`src/hdl/assert_macros.svh`:
```
`ifndef ASSERT_MACROS_SVH
`define ASSERT_MACROS_SVH

// same-cycle implication
`define ASSERT_IMPLIES(label, clk, rst_n, a, c) \
    label: assert property (@(posedge clk) disable iff (!(rst_n)) (a) |-> (c)) \
        else $error("assertion failed");

// next-cycle implication
`define ASSERT_NEXT(label, clk, rst_n, a, c) \
    label: assert property (@(posedge clk) disable iff (!(rst_n)) (a) |=> (c)) \
        else $error("assertion failed");

`endif

```
`src/hdl/fdt_pkg.sv`:
```
package fdt_pkg;

    localparam int CFG_W               = 4;
    localparam int IPART_W             = 31;
    localparam int FV_W                = 30;
    localparam int MANT_W              = 24;
    localparam int PROD_W              = 54;
    localparam int SH_W                = 8;
    localparam int INT_DIGITS          = 10;
    localparam int DEF_MAX_FRAC_DIGITS = 9;
    localparam int CONV_STEPS          = 31;

    localparam logic [CFG_W-1:0] FRAC_RESET = 4'd4;
    localparam logic [7:0] CHAR_ZERO = 8'h30;
    localparam logic [7:0] CHAR_DOT  = 8'h2E;
    localparam logic [7:0] CHAR_NUL  = 8'h00;

    typedef struct packed {
        logic               err;
        logic [IPART_W-1:0] ipart;
        logic [FV_W-1:0]    fv;
        logic [CFG_W-1:0]   k;
    } t_job;

    typedef struct packed {
        logic push;
        logic full;
    } t_wr_side;

    typedef struct packed {
        logic pop;
        logic empty;
    } t_rd_side;

    function automatic logic [FV_W-1:0] pow10(input logic [CFG_W-1:0] k);
        logic [FV_W-1:0] p;
        case (k)
            4'd0:    p = 30'd1;
            4'd1:    p = 30'd10;
            4'd2:    p = 30'd100;
            4'd3:    p = 30'd1000;
            4'd4:    p = 30'd10000;
            4'd5:    p = 30'd100000;
            4'd6:    p = 30'd1000000;
            4'd7:    p = 30'd10000000;
            4'd8:    p = 30'd100000000;
            4'd9:    p = 30'd1000000000;
            default: p = 30'd1;
        endcase
        return p;
    endfunction

endpackage

```
`src/hdl/float_to_decimal_text.sv`:
```
// float_to_decimal_text: formats one IEEE single-precision value as fixed
// decimal ASCII text, one character per output transfer, ending with NUL.
// Input channel: i_in_valid / o_in_stall carry i_value_bits; a transfer
// happens when valid is high and stall is low.
// Output channel: o_out_valid / i_out_stall carry o_char_code, o_last_char
// (set on the NUL) and o_range_error (set on the lone NUL of a negative,
// NaN, infinite or >= 2^31 input).
// Config channel: i_cfg_valid / o_cfg_ready write i_cfg_frac_digits, the
// count of fraction digits (values above the maximum saturate).
// The front takes a new value only once it has pushed the last one into a
// two-entry queue. The back runs a 31-step binary-to-BCD conversion, one
// step per cycle, then emits one character per cycle while the output is not
// stalled: N characters (at most 21) per item, or the NUL alone on an error.
// A stalled output holds its character; the back waits, the queue fills,
// then the front stalls its input.
// Reset clears all control state and sets frac_digits to 4.
module float_to_decimal_text #(
    parameter int MAX_FRAC_DIGITS = fdt_pkg::DEF_MAX_FRAC_DIGITS
) (
    input  logic                      i_clk,
    input  logic                      i_rst_n,
    input  logic                      i_in_valid,
    output logic                      o_in_stall,
    input  logic [31:0]               i_value_bits,
    output logic                      o_out_valid,
    input  logic                      i_out_stall,
    output logic [7:0]                o_char_code,
    output logic                      o_last_char,
    output logic                      o_range_error,
    input  logic                      i_cfg_valid,
    output logic                      o_cfg_ready,
    input  logic [fdt_pkg::CFG_W-1:0] i_cfg_frac_digits
);

`include "assert_macros.svh"

    logic [fdt_pkg::CFG_W-1:0] r_frac_digits;
    fdt_pkg::t_job    w_fjob, w_qjob;
    fdt_pkg::t_wr_side w_wr;
    fdt_pkg::t_rd_side w_rd;

    assign o_cfg_ready = 1'b1;

    always_ff @(posedge i_clk) begin
        if (!i_rst_n) begin
            r_frac_digits <= fdt_pkg::FRAC_RESET;
        end else if (i_cfg_valid) begin
            r_frac_digits <= i_cfg_frac_digits;
        end
    end

    fdt_front #(.MAX_FRAC_DIGITS(MAX_FRAC_DIGITS)) u_front (
        .i_clk, .i_rst_n, .i_in_valid, .o_in_stall, .i_value_bits,
        .i_frac_digits(r_frac_digits), .i_full(w_wr.full), .o_push(w_wr.push),
        .o_job(w_fjob)
    );

    fdt_queue u_queue (
        .i_clk, .i_rst_n, .i_job(w_fjob), .i_push(w_wr.push), .o_full(w_wr.full),
        .i_pop(w_rd.pop), .o_empty(w_rd.empty), .o_job(w_qjob)
    );

    fdt_back #(.MAX_FRAC_DIGITS(MAX_FRAC_DIGITS)) u_back (
        .i_clk, .i_rst_n, .i_empty(w_rd.empty), .o_pop(w_rd.pop), .i_job(w_qjob),
        .o_out_valid, .i_out_stall, .o_char_code, .o_last_char, .o_range_error
    );

    `ASSERT_IMPLIES(a_last_is_nul, i_clk, i_rst_n, o_out_valid && o_last_char, o_char_code == 8'h00)
    `ASSERT_IMPLIES(a_err_on_last, i_clk, i_rst_n, o_out_valid && o_range_error, o_last_char)
    `ASSERT_IMPLIES(a_text_nonnul, i_clk, i_rst_n, o_out_valid && !o_last_char, o_char_code != 8'h00)
    `ASSERT_NEXT(a_no_push_full, i_clk, i_rst_n, w_wr.full && !w_rd.pop, w_wr.full)

endmodule

```
`src/hdl/fdt_front.sv`:
```
module fdt_front #(
    parameter int MAX_FRAC_DIGITS = fdt_pkg::DEF_MAX_FRAC_DIGITS
) (
    input  logic                        i_clk,
    input  logic                        i_rst_n,
    input  logic                        i_in_valid,
    output logic                        o_in_stall,
    input  logic [31:0]                 i_value_bits,
    input  logic [fdt_pkg::CFG_W-1:0]   i_frac_digits,
    input  logic                        i_full,
    output logic                        o_push,
    output fdt_pkg::t_job               o_job
);

    localparam logic [1:0] F_IDLE = 2'd0;
    localparam logic [1:0] F_MUL  = 2'd1;
    localparam logic [1:0] F_SHF  = 2'd2;

    logic [1:0] r_state, n_state;
    logic       r_err;
    logic [fdt_pkg::IPART_W-1:0] r_ipart;
    logic [fdt_pkg::CFG_W-1:0]   r_k;
    logic [fdt_pkg::MANT_W-1:0]  r_f;
    logic [fdt_pkg::SH_W-1:0]    r_sh;
    logic [fdt_pkg::FV_W-1:0]    r_p10;
    logic [fdt_pkg::PROD_W-1:0]  r_prod;

    logic [7:0]                  w_exp;
    logic [8:0]                  w_e;
    logic [fdt_pkg::MANT_W-1:0]  w_mant, w_f;
    logic [fdt_pkg::SH_W-1:0]    w_sh;
    logic [2:0]                  w_lsh;
    logic [fdt_pkg::IPART_W-1:0] w_ipart;
    logic                        w_err;
    logic [fdt_pkg::CFG_W-1:0]   w_k;
    logic [fdt_pkg::FV_W-1:0]    w_fv;
    logic                        w_acc;

    assign o_in_stall = (r_state != F_IDLE);
    assign w_acc      = i_in_valid && (r_state == F_IDLE);

    always_comb begin
        w_exp  = i_value_bits[30:23];
        w_e    = (w_exp == 8'd0) ? 9'd1 : {1'b0, w_exp};
        w_mant = {(w_exp != 8'd0), i_value_bits[22:0]};
        w_err  = (i_value_bits[31] && (i_value_bits[30:0] != 31'd0)) || (w_exp >= 8'd158);
        w_k    = (i_frac_digits > fdt_pkg::CFG_W'(MAX_FRAC_DIGITS)) ?
                 fdt_pkg::CFG_W'(MAX_FRAC_DIGITS) : i_frac_digits;
        w_lsh  = 3'd0;
        w_sh   = '0;
        w_f    = '0;
        if (w_e >= 9'd150) begin
            w_lsh   = 3'(w_e - 9'd150);
            w_ipart = fdt_pkg::IPART_W'({7'd0, w_mant} << w_lsh);
        end else begin
            w_sh = fdt_pkg::SH_W'(9'd150 - w_e);
            if (w_sh >= 8'd24) begin
                w_ipart = '0;
                w_f     = w_mant;
            end else begin
                w_ipart = fdt_pkg::IPART_W'(w_mant >> w_sh);
                w_f     = w_mant & ((fdt_pkg::MANT_W'(1) << w_sh) - fdt_pkg::MANT_W'(1));
            end
        end
    end

    assign w_fv = (r_sh >= 8'd54) ? '0 : fdt_pkg::FV_W'(r_prod >> r_sh);

    always_comb begin
        n_state = r_state;
        o_push  = 1'b0;
        case (r_state)
            F_IDLE: if (w_acc) n_state = F_MUL;
            F_MUL:  n_state = F_SHF;
            F_SHF: begin
                if (!i_full) begin
                    o_push  = 1'b1;
                    n_state = F_IDLE;
                end
            end
            default: n_state = F_IDLE;
        endcase
    end

    assign o_job = '{err: r_err, ipart: r_ipart, fv: w_fv, k: r_k};

    always_ff @(posedge i_clk) begin
        if (!i_rst_n) begin
            r_state <= F_IDLE;
        end else begin
            r_state <= n_state;
        end
        if (w_acc) begin
            r_err   <= w_err;
            r_ipart <= w_ipart;
            r_k     <= w_k;
            r_f     <= w_f;
            r_sh    <= w_sh;
            r_p10   <= fdt_pkg::pow10(w_k);
        end
        if (r_state == F_MUL) begin
            r_prod <= r_f * r_p10;
        end
    end

endmodule

```
`src/hdl/fdt_queue.sv`:
```
module fdt_queue (
    input  logic              i_clk,
    input  logic              i_rst_n,
    input  fdt_pkg::t_job     i_job,
    input  logic              i_push,
    output logic              o_full,
    input  logic              i_pop,
    output logic              o_empty,
    output fdt_pkg::t_job     o_job
);

    fdt_pkg::t_job r_mem [2];
    logic          r_wr, r_rd;
    logic [1:0]    r_cnt;
    logic          w_push, w_pop;

    assign o_full  = (r_cnt == 2'd2);
    assign o_empty = (r_cnt == 2'd0);
    assign o_job   = r_mem[r_rd];
    assign w_push  = i_push && !o_full;
    assign w_pop   = i_pop && !o_empty;

    always_ff @(posedge i_clk) begin
        if (!i_rst_n) begin
            r_wr  <= 1'b0;
            r_rd  <= 1'b0;
            r_cnt <= 2'd0;
        end else begin
            if (w_push) r_wr <= !r_wr;
            if (w_pop)  r_rd <= !r_rd;
            r_cnt <= r_cnt + 2'(w_push) - 2'(w_pop);
        end
        if (w_push) r_mem[r_wr] <= i_job;
    end

endmodule

```
`src/hdl/fdt_back.sv`:
```
module fdt_back #(
    parameter int MAX_FRAC_DIGITS = fdt_pkg::DEF_MAX_FRAC_DIGITS
) (
    input  logic              i_clk,
    input  logic              i_rst_n,
    input  logic              i_empty,
    output logic              o_pop,
    input  fdt_pkg::t_job     i_job,
    output logic              o_out_valid,
    input  logic              i_out_stall,
    output logic [7:0]        o_char_code,
    output logic              o_last_char,
    output logic              o_range_error
);

    localparam int IBW = 4 * fdt_pkg::INT_DIGITS;
    localparam int FBW = 4 * MAX_FRAC_DIGITS;

    localparam logic [1:0] B_IDLE = 2'd0;
    localparam logic [1:0] B_CONV = 2'd1;
    localparam logic [1:0] B_EMIT = 2'd2;

    localparam logic [2:0] P_START = 3'd0;
    localparam logic [2:0] P_INT   = 3'd1;
    localparam logic [2:0] P_DOT   = 3'd2;
    localparam logic [2:0] P_FRAC  = 3'd3;
    localparam logic [2:0] P_NUL   = 3'd4;

    logic [1:0] r_state;
    logic [2:0] r_phase;
    logic [4:0] r_cnt;
    logic [3:0] r_idx;
    logic       r_err;
    logic [fdt_pkg::CFG_W-1:0]   r_k;
    logic [fdt_pkg::IPART_W-1:0] r_bin_i, r_bin_f;
    logic [IBW-1:0]              r_bcd_i;
    logic [FBW-1:0]              r_bcd_f;
    logic                        r_out_valid, r_last, r_rerr;
    logic [7:0]                  r_char;

    logic [IBW-1:0] w_adj_i;
    logic [FBW-1:0] w_adj_f;
    logic [3:0]     w_len, w_dig_i, w_dig_f;
    logic           w_adv;
    logic           w_emit;

    always_comb begin
        w_adj_i = r_bcd_i;
        for (int j = 0; j < fdt_pkg::INT_DIGITS; j++) begin
            if (r_bcd_i[4*j +: 4] >= 4'd5) w_adj_i[4*j +: 4] = r_bcd_i[4*j +: 4] + 4'd3;
        end
        w_adj_f = r_bcd_f;
        for (int j = 0; j < MAX_FRAC_DIGITS; j++) begin
            if (r_bcd_f[4*j +: 4] >= 4'd5) w_adj_f[4*j +: 4] = r_bcd_f[4*j +: 4] + 4'd3;
        end
        w_len = 4'd0;
        for (int j = 0; j < fdt_pkg::INT_DIGITS; j++) begin
            if (r_bcd_i[4*j +: 4] != 4'd0) w_len = 4'(j + 1);
        end
        w_dig_i = 4'd0;
        for (int j = 0; j < fdt_pkg::INT_DIGITS; j++) begin
            if (r_idx == 4'(j)) w_dig_i = r_bcd_i[4*j +: 4];
        end
        w_dig_f = 4'd0;
        for (int j = 0; j < MAX_FRAC_DIGITS; j++) begin
            if (r_idx == 4'(j)) w_dig_f = r_bcd_f[4*j +: 4];
        end
    end

    assign w_adv  = !r_out_valid || !i_out_stall;
    assign w_emit = (r_state == B_EMIT) && (r_phase != P_START) && w_adv;
    assign o_pop  = (r_state == B_IDLE) && !i_empty;

    assign o_out_valid   = r_out_valid;
    assign o_char_code   = r_char;
    assign o_last_char   = r_last;
    assign o_range_error = r_rerr;

    always_ff @(posedge i_clk) begin
        if (!i_rst_n) begin
            r_state     <= B_IDLE;
            r_phase     <= P_START;
            r_out_valid <= 1'b0;
        end else begin
            if (w_adv && !w_emit) r_out_valid <= 1'b0;
            case (r_state)
                B_IDLE: begin
                    if (!i_empty) begin
                        r_err   <= i_job.err;
                        r_k     <= i_job.k;
                        r_bin_i <= i_job.ipart;
                        r_bin_f <= {1'b0, i_job.fv};
                        r_bcd_i <= '0;
                        r_bcd_f <= '0;
                        r_cnt   <= 5'd0;
                        if (i_job.err) begin
                            r_phase <= P_NUL;
                            r_state <= B_EMIT;
                        end else begin
                            r_phase <= P_START;
                            r_state <= B_CONV;
                        end
                    end
                end
                B_CONV: begin
                    r_bcd_i <= {w_adj_i[IBW-2:0], r_bin_i[fdt_pkg::IPART_W-1]};
                    r_bcd_f <= {w_adj_f[FBW-2:0], r_bin_f[fdt_pkg::IPART_W-1]};
                    r_bin_i <= {r_bin_i[fdt_pkg::IPART_W-2:0], 1'b0};
                    r_bin_f <= {r_bin_f[fdt_pkg::IPART_W-2:0], 1'b0};
                    r_cnt   <= r_cnt + 5'd1;
                    if (r_cnt == 5'(fdt_pkg::CONV_STEPS - 1)) r_state <= B_EMIT;
                end
                B_EMIT: begin
                    if (r_phase == P_START) begin
                        if (w_len != 4'd0) begin
                            r_phase <= P_INT;
                            r_idx   <= w_len - 4'd1;
                        end else if (r_k != 4'd0) begin
                            r_phase <= P_DOT;
                        end else begin
                            r_phase <= P_NUL;
                        end
                    end else if (w_adv) begin
                        r_out_valid <= 1'b1;
                        r_last      <= 1'b0;
                        r_rerr      <= 1'b0;
                        case (r_phase)
                            P_INT: begin
                                r_char <= fdt_pkg::CHAR_ZERO + {4'd0, w_dig_i};
                                if (r_idx == 4'd0) r_phase <= (r_k != 4'd0) ? P_DOT : P_NUL;
                                else r_idx <= r_idx - 4'd1;
                            end
                            P_DOT: begin
                                r_char  <= fdt_pkg::CHAR_DOT;
                                r_phase <= P_FRAC;
                                r_idx   <= r_k - 4'd1;
                            end
                            P_FRAC: begin
                                r_char <= fdt_pkg::CHAR_ZERO + {4'd0, w_dig_f};
                                if (r_idx == 4'd0) r_phase <= P_NUL;
                                else r_idx <= r_idx - 4'd1;
                            end
                            default: begin
                                r_char  <= fdt_pkg::CHAR_NUL;
                                r_last  <= 1'b1;
                                r_rerr  <= r_err;
                                r_state <= B_IDLE;
                            end
                        endcase
                    end
                end
                default: r_state <= B_IDLE;
            endcase
        end
    end

endmodule
```
`config.mk`:
```
export PLATFORM = sky130hd
export DESIGN_NAME = float_to_decimal_text
export DESIGN_NICKNAME = d
export VERILOG_FILES = /design/src/hdl/fdt_pkg.sv /design/src/hdl/float_to_decimal_text.sv /design/src/hdl/fdt_front.sv /design/src/hdl/fdt_queue.sv /design/src/hdl/fdt_back.sv
export VERILOG_INCLUDE_DIRS = /design/src /design/src/hdl
export SDC_FILE = /design/constraint.sdc
export NUM_CORES = 2
export LEC_CHECK = 0
export BUFFER_PORTS_ARGS = -buffer_cell sky130_fd_sc_hd__clkbuf_2
export CAP_MARGIN = 10
export CORE_MARGIN = 5
export CORE_UTILIZATION = 45
export CTS_BUF_LIST = sky130_fd_sc_hd__clkbuf_8
export DETAILED_ROUTE_END_ITERATION = 12
export GPL_TIMING_DRIVEN = 0
export PLACE_DENSITY_LB_ADDON = 0.25
export SYNTH_ARGS = -nofsm -noshare
export SYNTH_HDL_FRONTEND = slang
export SYNTH_HIERARCHICAL = 1
export SYNTH_SLANG_ARGS = --single-unit
```
`constraint.sdc`:
```
create_clock -name i_clk -period 19.3 [get_ports i_clk]
set_input_delay 3.86 -clock i_clk [delete_from_list [all_inputs] [get_ports i_clk]]
set_output_delay 3.86 -clock i_clk [all_outputs]
set_load 0.005 [all_outputs]
```
# [Word level (Yosys, flattened, before mapping)]
# Memory sizes are Yosys's and may differ from the RTL's. A register that Yosys moved wholly into a read port is not among the register bits.
# Index checks and enable logic that the tools add are counted.
[word_totals] regBits=300 ramBits=132 romBits=480 input_bits=41 n_memories=2
[classes] add_sub_neg=30 n_mul=1 order_cmp=24 eq_ne=31 n_shift=4 muxes=101 bitwise=3 n_reduce_logical=52
[mem_list] memory="(no name shown)" words=16 word_bits=30 read_ports=1 rd_clocked_by_memory_dff=1 wr=0 line="fdt_pkg.sv:37" rtl="case (k)"
[mem_list] memory="u_queue.r_mem" words=2 word_bits=66 read_ports=1 rd_clocked_by_memory_dff=1 wr=1 line="fdt_queue.sv:12" rtl="fdt_pkg::t_job r_mem [2];"
[ops] op="$mux 4" n=44
[ops] op="$mux 31" n=4
[ops] op="$pmux 31 s2" n=2
[ops] op="$pmux 40 s2" n=1
[ops] op="$ge 4x3->1 const B" n=19
[ops] op="$pmux 36 s2" n=1
[ops] op="$add 4x2->4 const B" n=17
[ops] op="$mul 24x30->54" n=1
[ops] op="$shr 54x8->30" n=1
[ops] op="$reduce_bool 4->1" n=12
[ops] op="$mux 3" n=14
[ops] op="$mux 40" n=1
[ops] op="$mux 36" n=1
[ops] op="$reduce_bool 31->1" n=1
[ops] op="$shl 24x3->31" n=1
[ops] op="$shr 24x8->31" n=1
[ops] op="$mux 30" n=1
[ops] op="$and 24x24->24" n=1
[ops] op="$mux 24" n=1
[ops] op="$pmux 8 s3" n=1
[ops] op="$shl 1x8->24 const A" n=1
[ops] op="$sub 24x1->24 const B" n=1
[ops] op="$mux 2" n=10
[ops] op="$eq 4x3->1 const B" n=4
[ops] op="51 further kinds" n=105

# [Longest topological paths before layout]
[depth] word_depth=15 mapped_depth=26 mapped_depth_nobuf=24

# [Modules after synthesis]
# Netlist, hierarchy kept.
[modules_own_cells] mod="fdt_front" instances=1 cells_per_inst=3672 area_each_um2=33787.4 seq_area_each_um2=4394.2
[modules_own_cells] mod="fdt_back" instances=1 cells_per_inst=991 area_each_um2=9474.1 seq_area_each_um2=4924.7
[modules_own_cells] mod="fdt_queue" instances=1 cells_per_inst=232 area_each_um2=5157.4 seq_area_each_um2=4063.9
[modules_own_cells] mod="float_to_decimal_text" instances=1 cells_per_inst=15 area_each_um2=158.9 seq_area_each_um2=80.1

# [Worst setup path after synthesis]
# OpenSTA, ideal clock, no wires.
[synth_path] path_type="input to register" from="in i_in_valid" to="reg u_front.r_err, enable pin" setup_time_ns=0.542 arrival_time_ns=7.677 required_ns=18.758 setup_slack_ns=11.081 stages=2 path_buffers=0 path_cell_list="inv_1 nor2_1"
[synth_via] elab_chain_len=1
[synth_lines] element="start: declaration" line="float_to_decimal_text.sv:22" rtl="input logic i_in_valid,"
[synth_lines] element="$logic_and 1x1->1" line="fdt_front.sv:40" rtl="assign w_acc = i_in_valid && (r_state == F_IDLE);"
[synth_lines] element="via u_front.w_acc" line="fdt_front.sv:37" rtl="logic w_acc;"
[synth_lines] element="end signal: assignment" line="fdt_front.sv:94" rtl="r_err <= w_err;"
[synth_lines] element="end: declaration" line="fdt_front.sv:20" rtl="logic r_err;"
# The timed path passes the listed nets, and every way through them passes these cells.
# A chain may end at the register's enable or synchronous reset.

# [Final worst setup path]
[layout_path] from="reg u_front/r_p10[28] (netlist name)" to="reg u_front/r_prod[49] (netlist name), data pin"
[layout_via] elab_chain_len=1
[layout_lines] element="start: declaration" line="fdt_front.sv:25" rtl="logic [fdt_pkg::FV_W-1:0] r_p10;"
[layout_lines] element="$mul 24x30->54" line="fdt_front.sv:102" rtl="r_prod <= r_f * r_p10;"
[layout_lines] element="end signal: assignment" line="fdt_front.sv:102"
[layout_lines] element="end: declaration" line="fdt_front.sv:26" rtl="logic [fdt_pkg::PROD_W-1:0] r_prod;"
# No other way between the ends.

==> summary.txt <==
Status - complete, no violations
Final Max Slew Viols - 0
Most used DFF post-synth - edfxtp_1
Port Buf Inserts - 45
Nets@finish - 5947
Crit Path Category - register to register
Seq/Total Area, Yosys - 0.277
Max_cap viols - 0
Core area - 0.107 mm2
Final-report hold violation count - 0
Top-count cell post-synth - inv_1
Worst reg-to-reg setup slack - 10590 ps
Worst flop-to-flop path startpoint - u_front/r_p10[28]
First-pass DRT Iterations - 8
Most used cell, CP - fa_1
Layout cells sized above 1 - 0.0727
Crit path DAT - 9140 ps
Slowest cell delay on critical path - 690 ps
Yosys warnings - 6
Total track usage - 0.255
CP Launch Type - register
Synth Area in Adders - 0.317
Top cell type by total area after synthesis - edfxtp_1
Synth Area in XOR/XNOR - 0.0186
Crit share post-route - 0.451
R2R depth - 25
Clock Pin Slew Worst Setup and Hold Paths - 60 ps
Compound-Gate Fraction of Synth Area - 0.0871
Count of cell types in the netlist - 101
Mapped Cells - 4910
Largest family of logic cells by synthesized area - adder cells
Crit. End Element - register
Critical path's top delay family - adder cells
Worst slew pin tran - 1070 ps
Number of H-tree levels - 3
GRT overflow - 0
RSZ-0062 raised after global routing - false
Root buffer cell - clkbuf_8
Drt wl/cell - 22.6 um
Max frequency - 115 MHz
Max FO, Critical Path - 10
Drt total wl - 148000 um
Iter 0 DRT Violations - 3532
Async set-reset flop share out of synthesis - 0
Number of flops mapped to enable cells by yosys - 437
Min-Delay Path Class - register to register
Critical Path RT - 19730 ps
Number of top-level pins - 54
Final RePlAce weighted congestion - 0.990
Worst Setup EP - u_front/r_prod[49]
Clock Latency Late Sink - 730 ps
FP Rows - 120
Initial core utilization - 0.453
Slowest cell on crit path - clkbuf_1
Largest net degree at the start of global routing - 66
Area contributors post-synth - edfxtp_1, fa_1, inv_1, ha_1, nand2_1
DP HPWL - 119000 um
CP Buf/Inv Count - 8
CTS buffer count - 78
Die height - 339 um
Final antenna-violating net count - 0
Rel. slew slack - 0.287
Vias/cell - 5.55
Hold buffers post-CTS - 0
Fin crit period - 8710 ps
DIE AREA - 0.115 mm2
Cell area after synthesis - 0.0486 mm2
Synth cell count leaders - inv_1, fa_1, nand2_1
Setup Fix Bufs, Post-CTS - 0
Vias in the first global route - 36982
TNS Setup - 0 ps
Worst hold path stage count - 0
Post-CTS sizing - 0
Vias - 36129
Initial antenna violation count - 5
DRC - 0
Layout Area Growth over Synthesis - 7.70%
Final setup violation count - 0
Synth Area in Simple Gates - 0.150
First-pass GRT wire length - 225000 um
Clock buffer depth - 3
Mux cell area share after synthesis - 0.0636
Critical Path Stages - 25
Crit path launch - u_front/r_p10[28]
Reg2reg end - u_front/r_prod[49]
TritonCTS clock tree - yes
Die X - 339 um
Clk sink count - 454
Share of the synthesized area in the top cell type - 0.270
Synth Register Bits - 454
Post-Syn Area per Cell - 9.89 um2
Setup Skew - 57.6 ps
cell families after synthesis:
family	Yosys count
XOR/XNOR	103
multiplexers	248
flip-flops	454
AND/OR/NAND/NOR	1503
adder cells (fa/ha/maj)	860
AO/OA/AOI/OAI	647
other	2
buffers and inverters	1093
per-stage QoR:
stage               setup WS [ps]  utilization  cell area [um2]  hold slack (ps)  cells
floorplan                   11080            -            48600              421   4911
global placement             9360        0.472            50600              423   6359
detailed placement          10730        0.474            50800              430   6368
CTS                         10710        0.488            52300              436   6506
global route                10310        0.488            52300              453   6510
finish                      10590        0.488            52300              441   6513
flip-flops by register name, indices dropped and copies added (netlist names), 5 cells and up, named ones only:
name,count
u_back/o_char_code,6
u_back/r_bcd_f,36
u_back/r_bcd_i,40
u_back/r_bin_f,31
u_back/r_bin_i,31
u_back/r_cnt,5
u_front/r_f,24
u_front/r_ipart,31
u_front/r_p10,23
u_front/r_prod,54
u_front/r_sh,8
u_queue/r_mem,132
how the worst min path moves through the flow:
| stage | startpoint | to | slack (ps) |
|---|---|---|---|
| global placement | u_front/r_ipart[29] | u_queue/r_mem[0][63] | 420 |
| finish | u_front/r_ipart[5] | u_queue/r_mem[1][39] | 440 |
| global route | u_front/r_ipart[7] | u_queue/r_mem[0][41] | 450 |
| detailed placement | u_front/r_ipart[5] | u_queue/r_mem[1][39] | 430 |
| floorplan | u_front/r_k[0] | u_queue/r_mem[0][0] | 420 |
| CTS | u_front/r_ipart[7] | u_queue/r_mem[1][41] | 440 |
cell type report:
type                            count  area [um2]
Clock buffer                       82        1130
Inverter                          827        3100
Tap cell                         1403        1760
Sequential cell                   454       13500
Multi-Input combinational cell   3364       30900
Timing Repair Buffer               55         433
Clock inverter                     56         377
Antenna cell                        6        15.0
Buffer                            266        1120
Fill cell                       10101       54900
cell usage in the layout, fill, tap and decap left out, types with 67 or more instances in the layout:
cell,netlist,routed
edfxtp_1,437,437
nor2_1,259,257
fa_1,616,616
nand2_1,608,608
and2_1,320,319
inv_1,823,847
mux2i_1,133,133
xnor2_1,67,67
clkbuf_1,198,198
o21ai_0,109,109
ha_1,244,244
clkbuf_8,0,82
a21oi_1,217,217
routing by layer:
metal | wire length [um] | part of all wire | track usage
met5 | 0 | 0 | 0
met4 | 5700 | 0.039 | 0.0879
met3 | 13800 | 0.094 | 0.0680
met2 | 64600 | 0.44 | 0.390
met1 | 63400 | 0.43 | 0.352
Power is not shown: default switching activity piles up to over one toggle a cycle in this logic, so the estimate is an artifact.
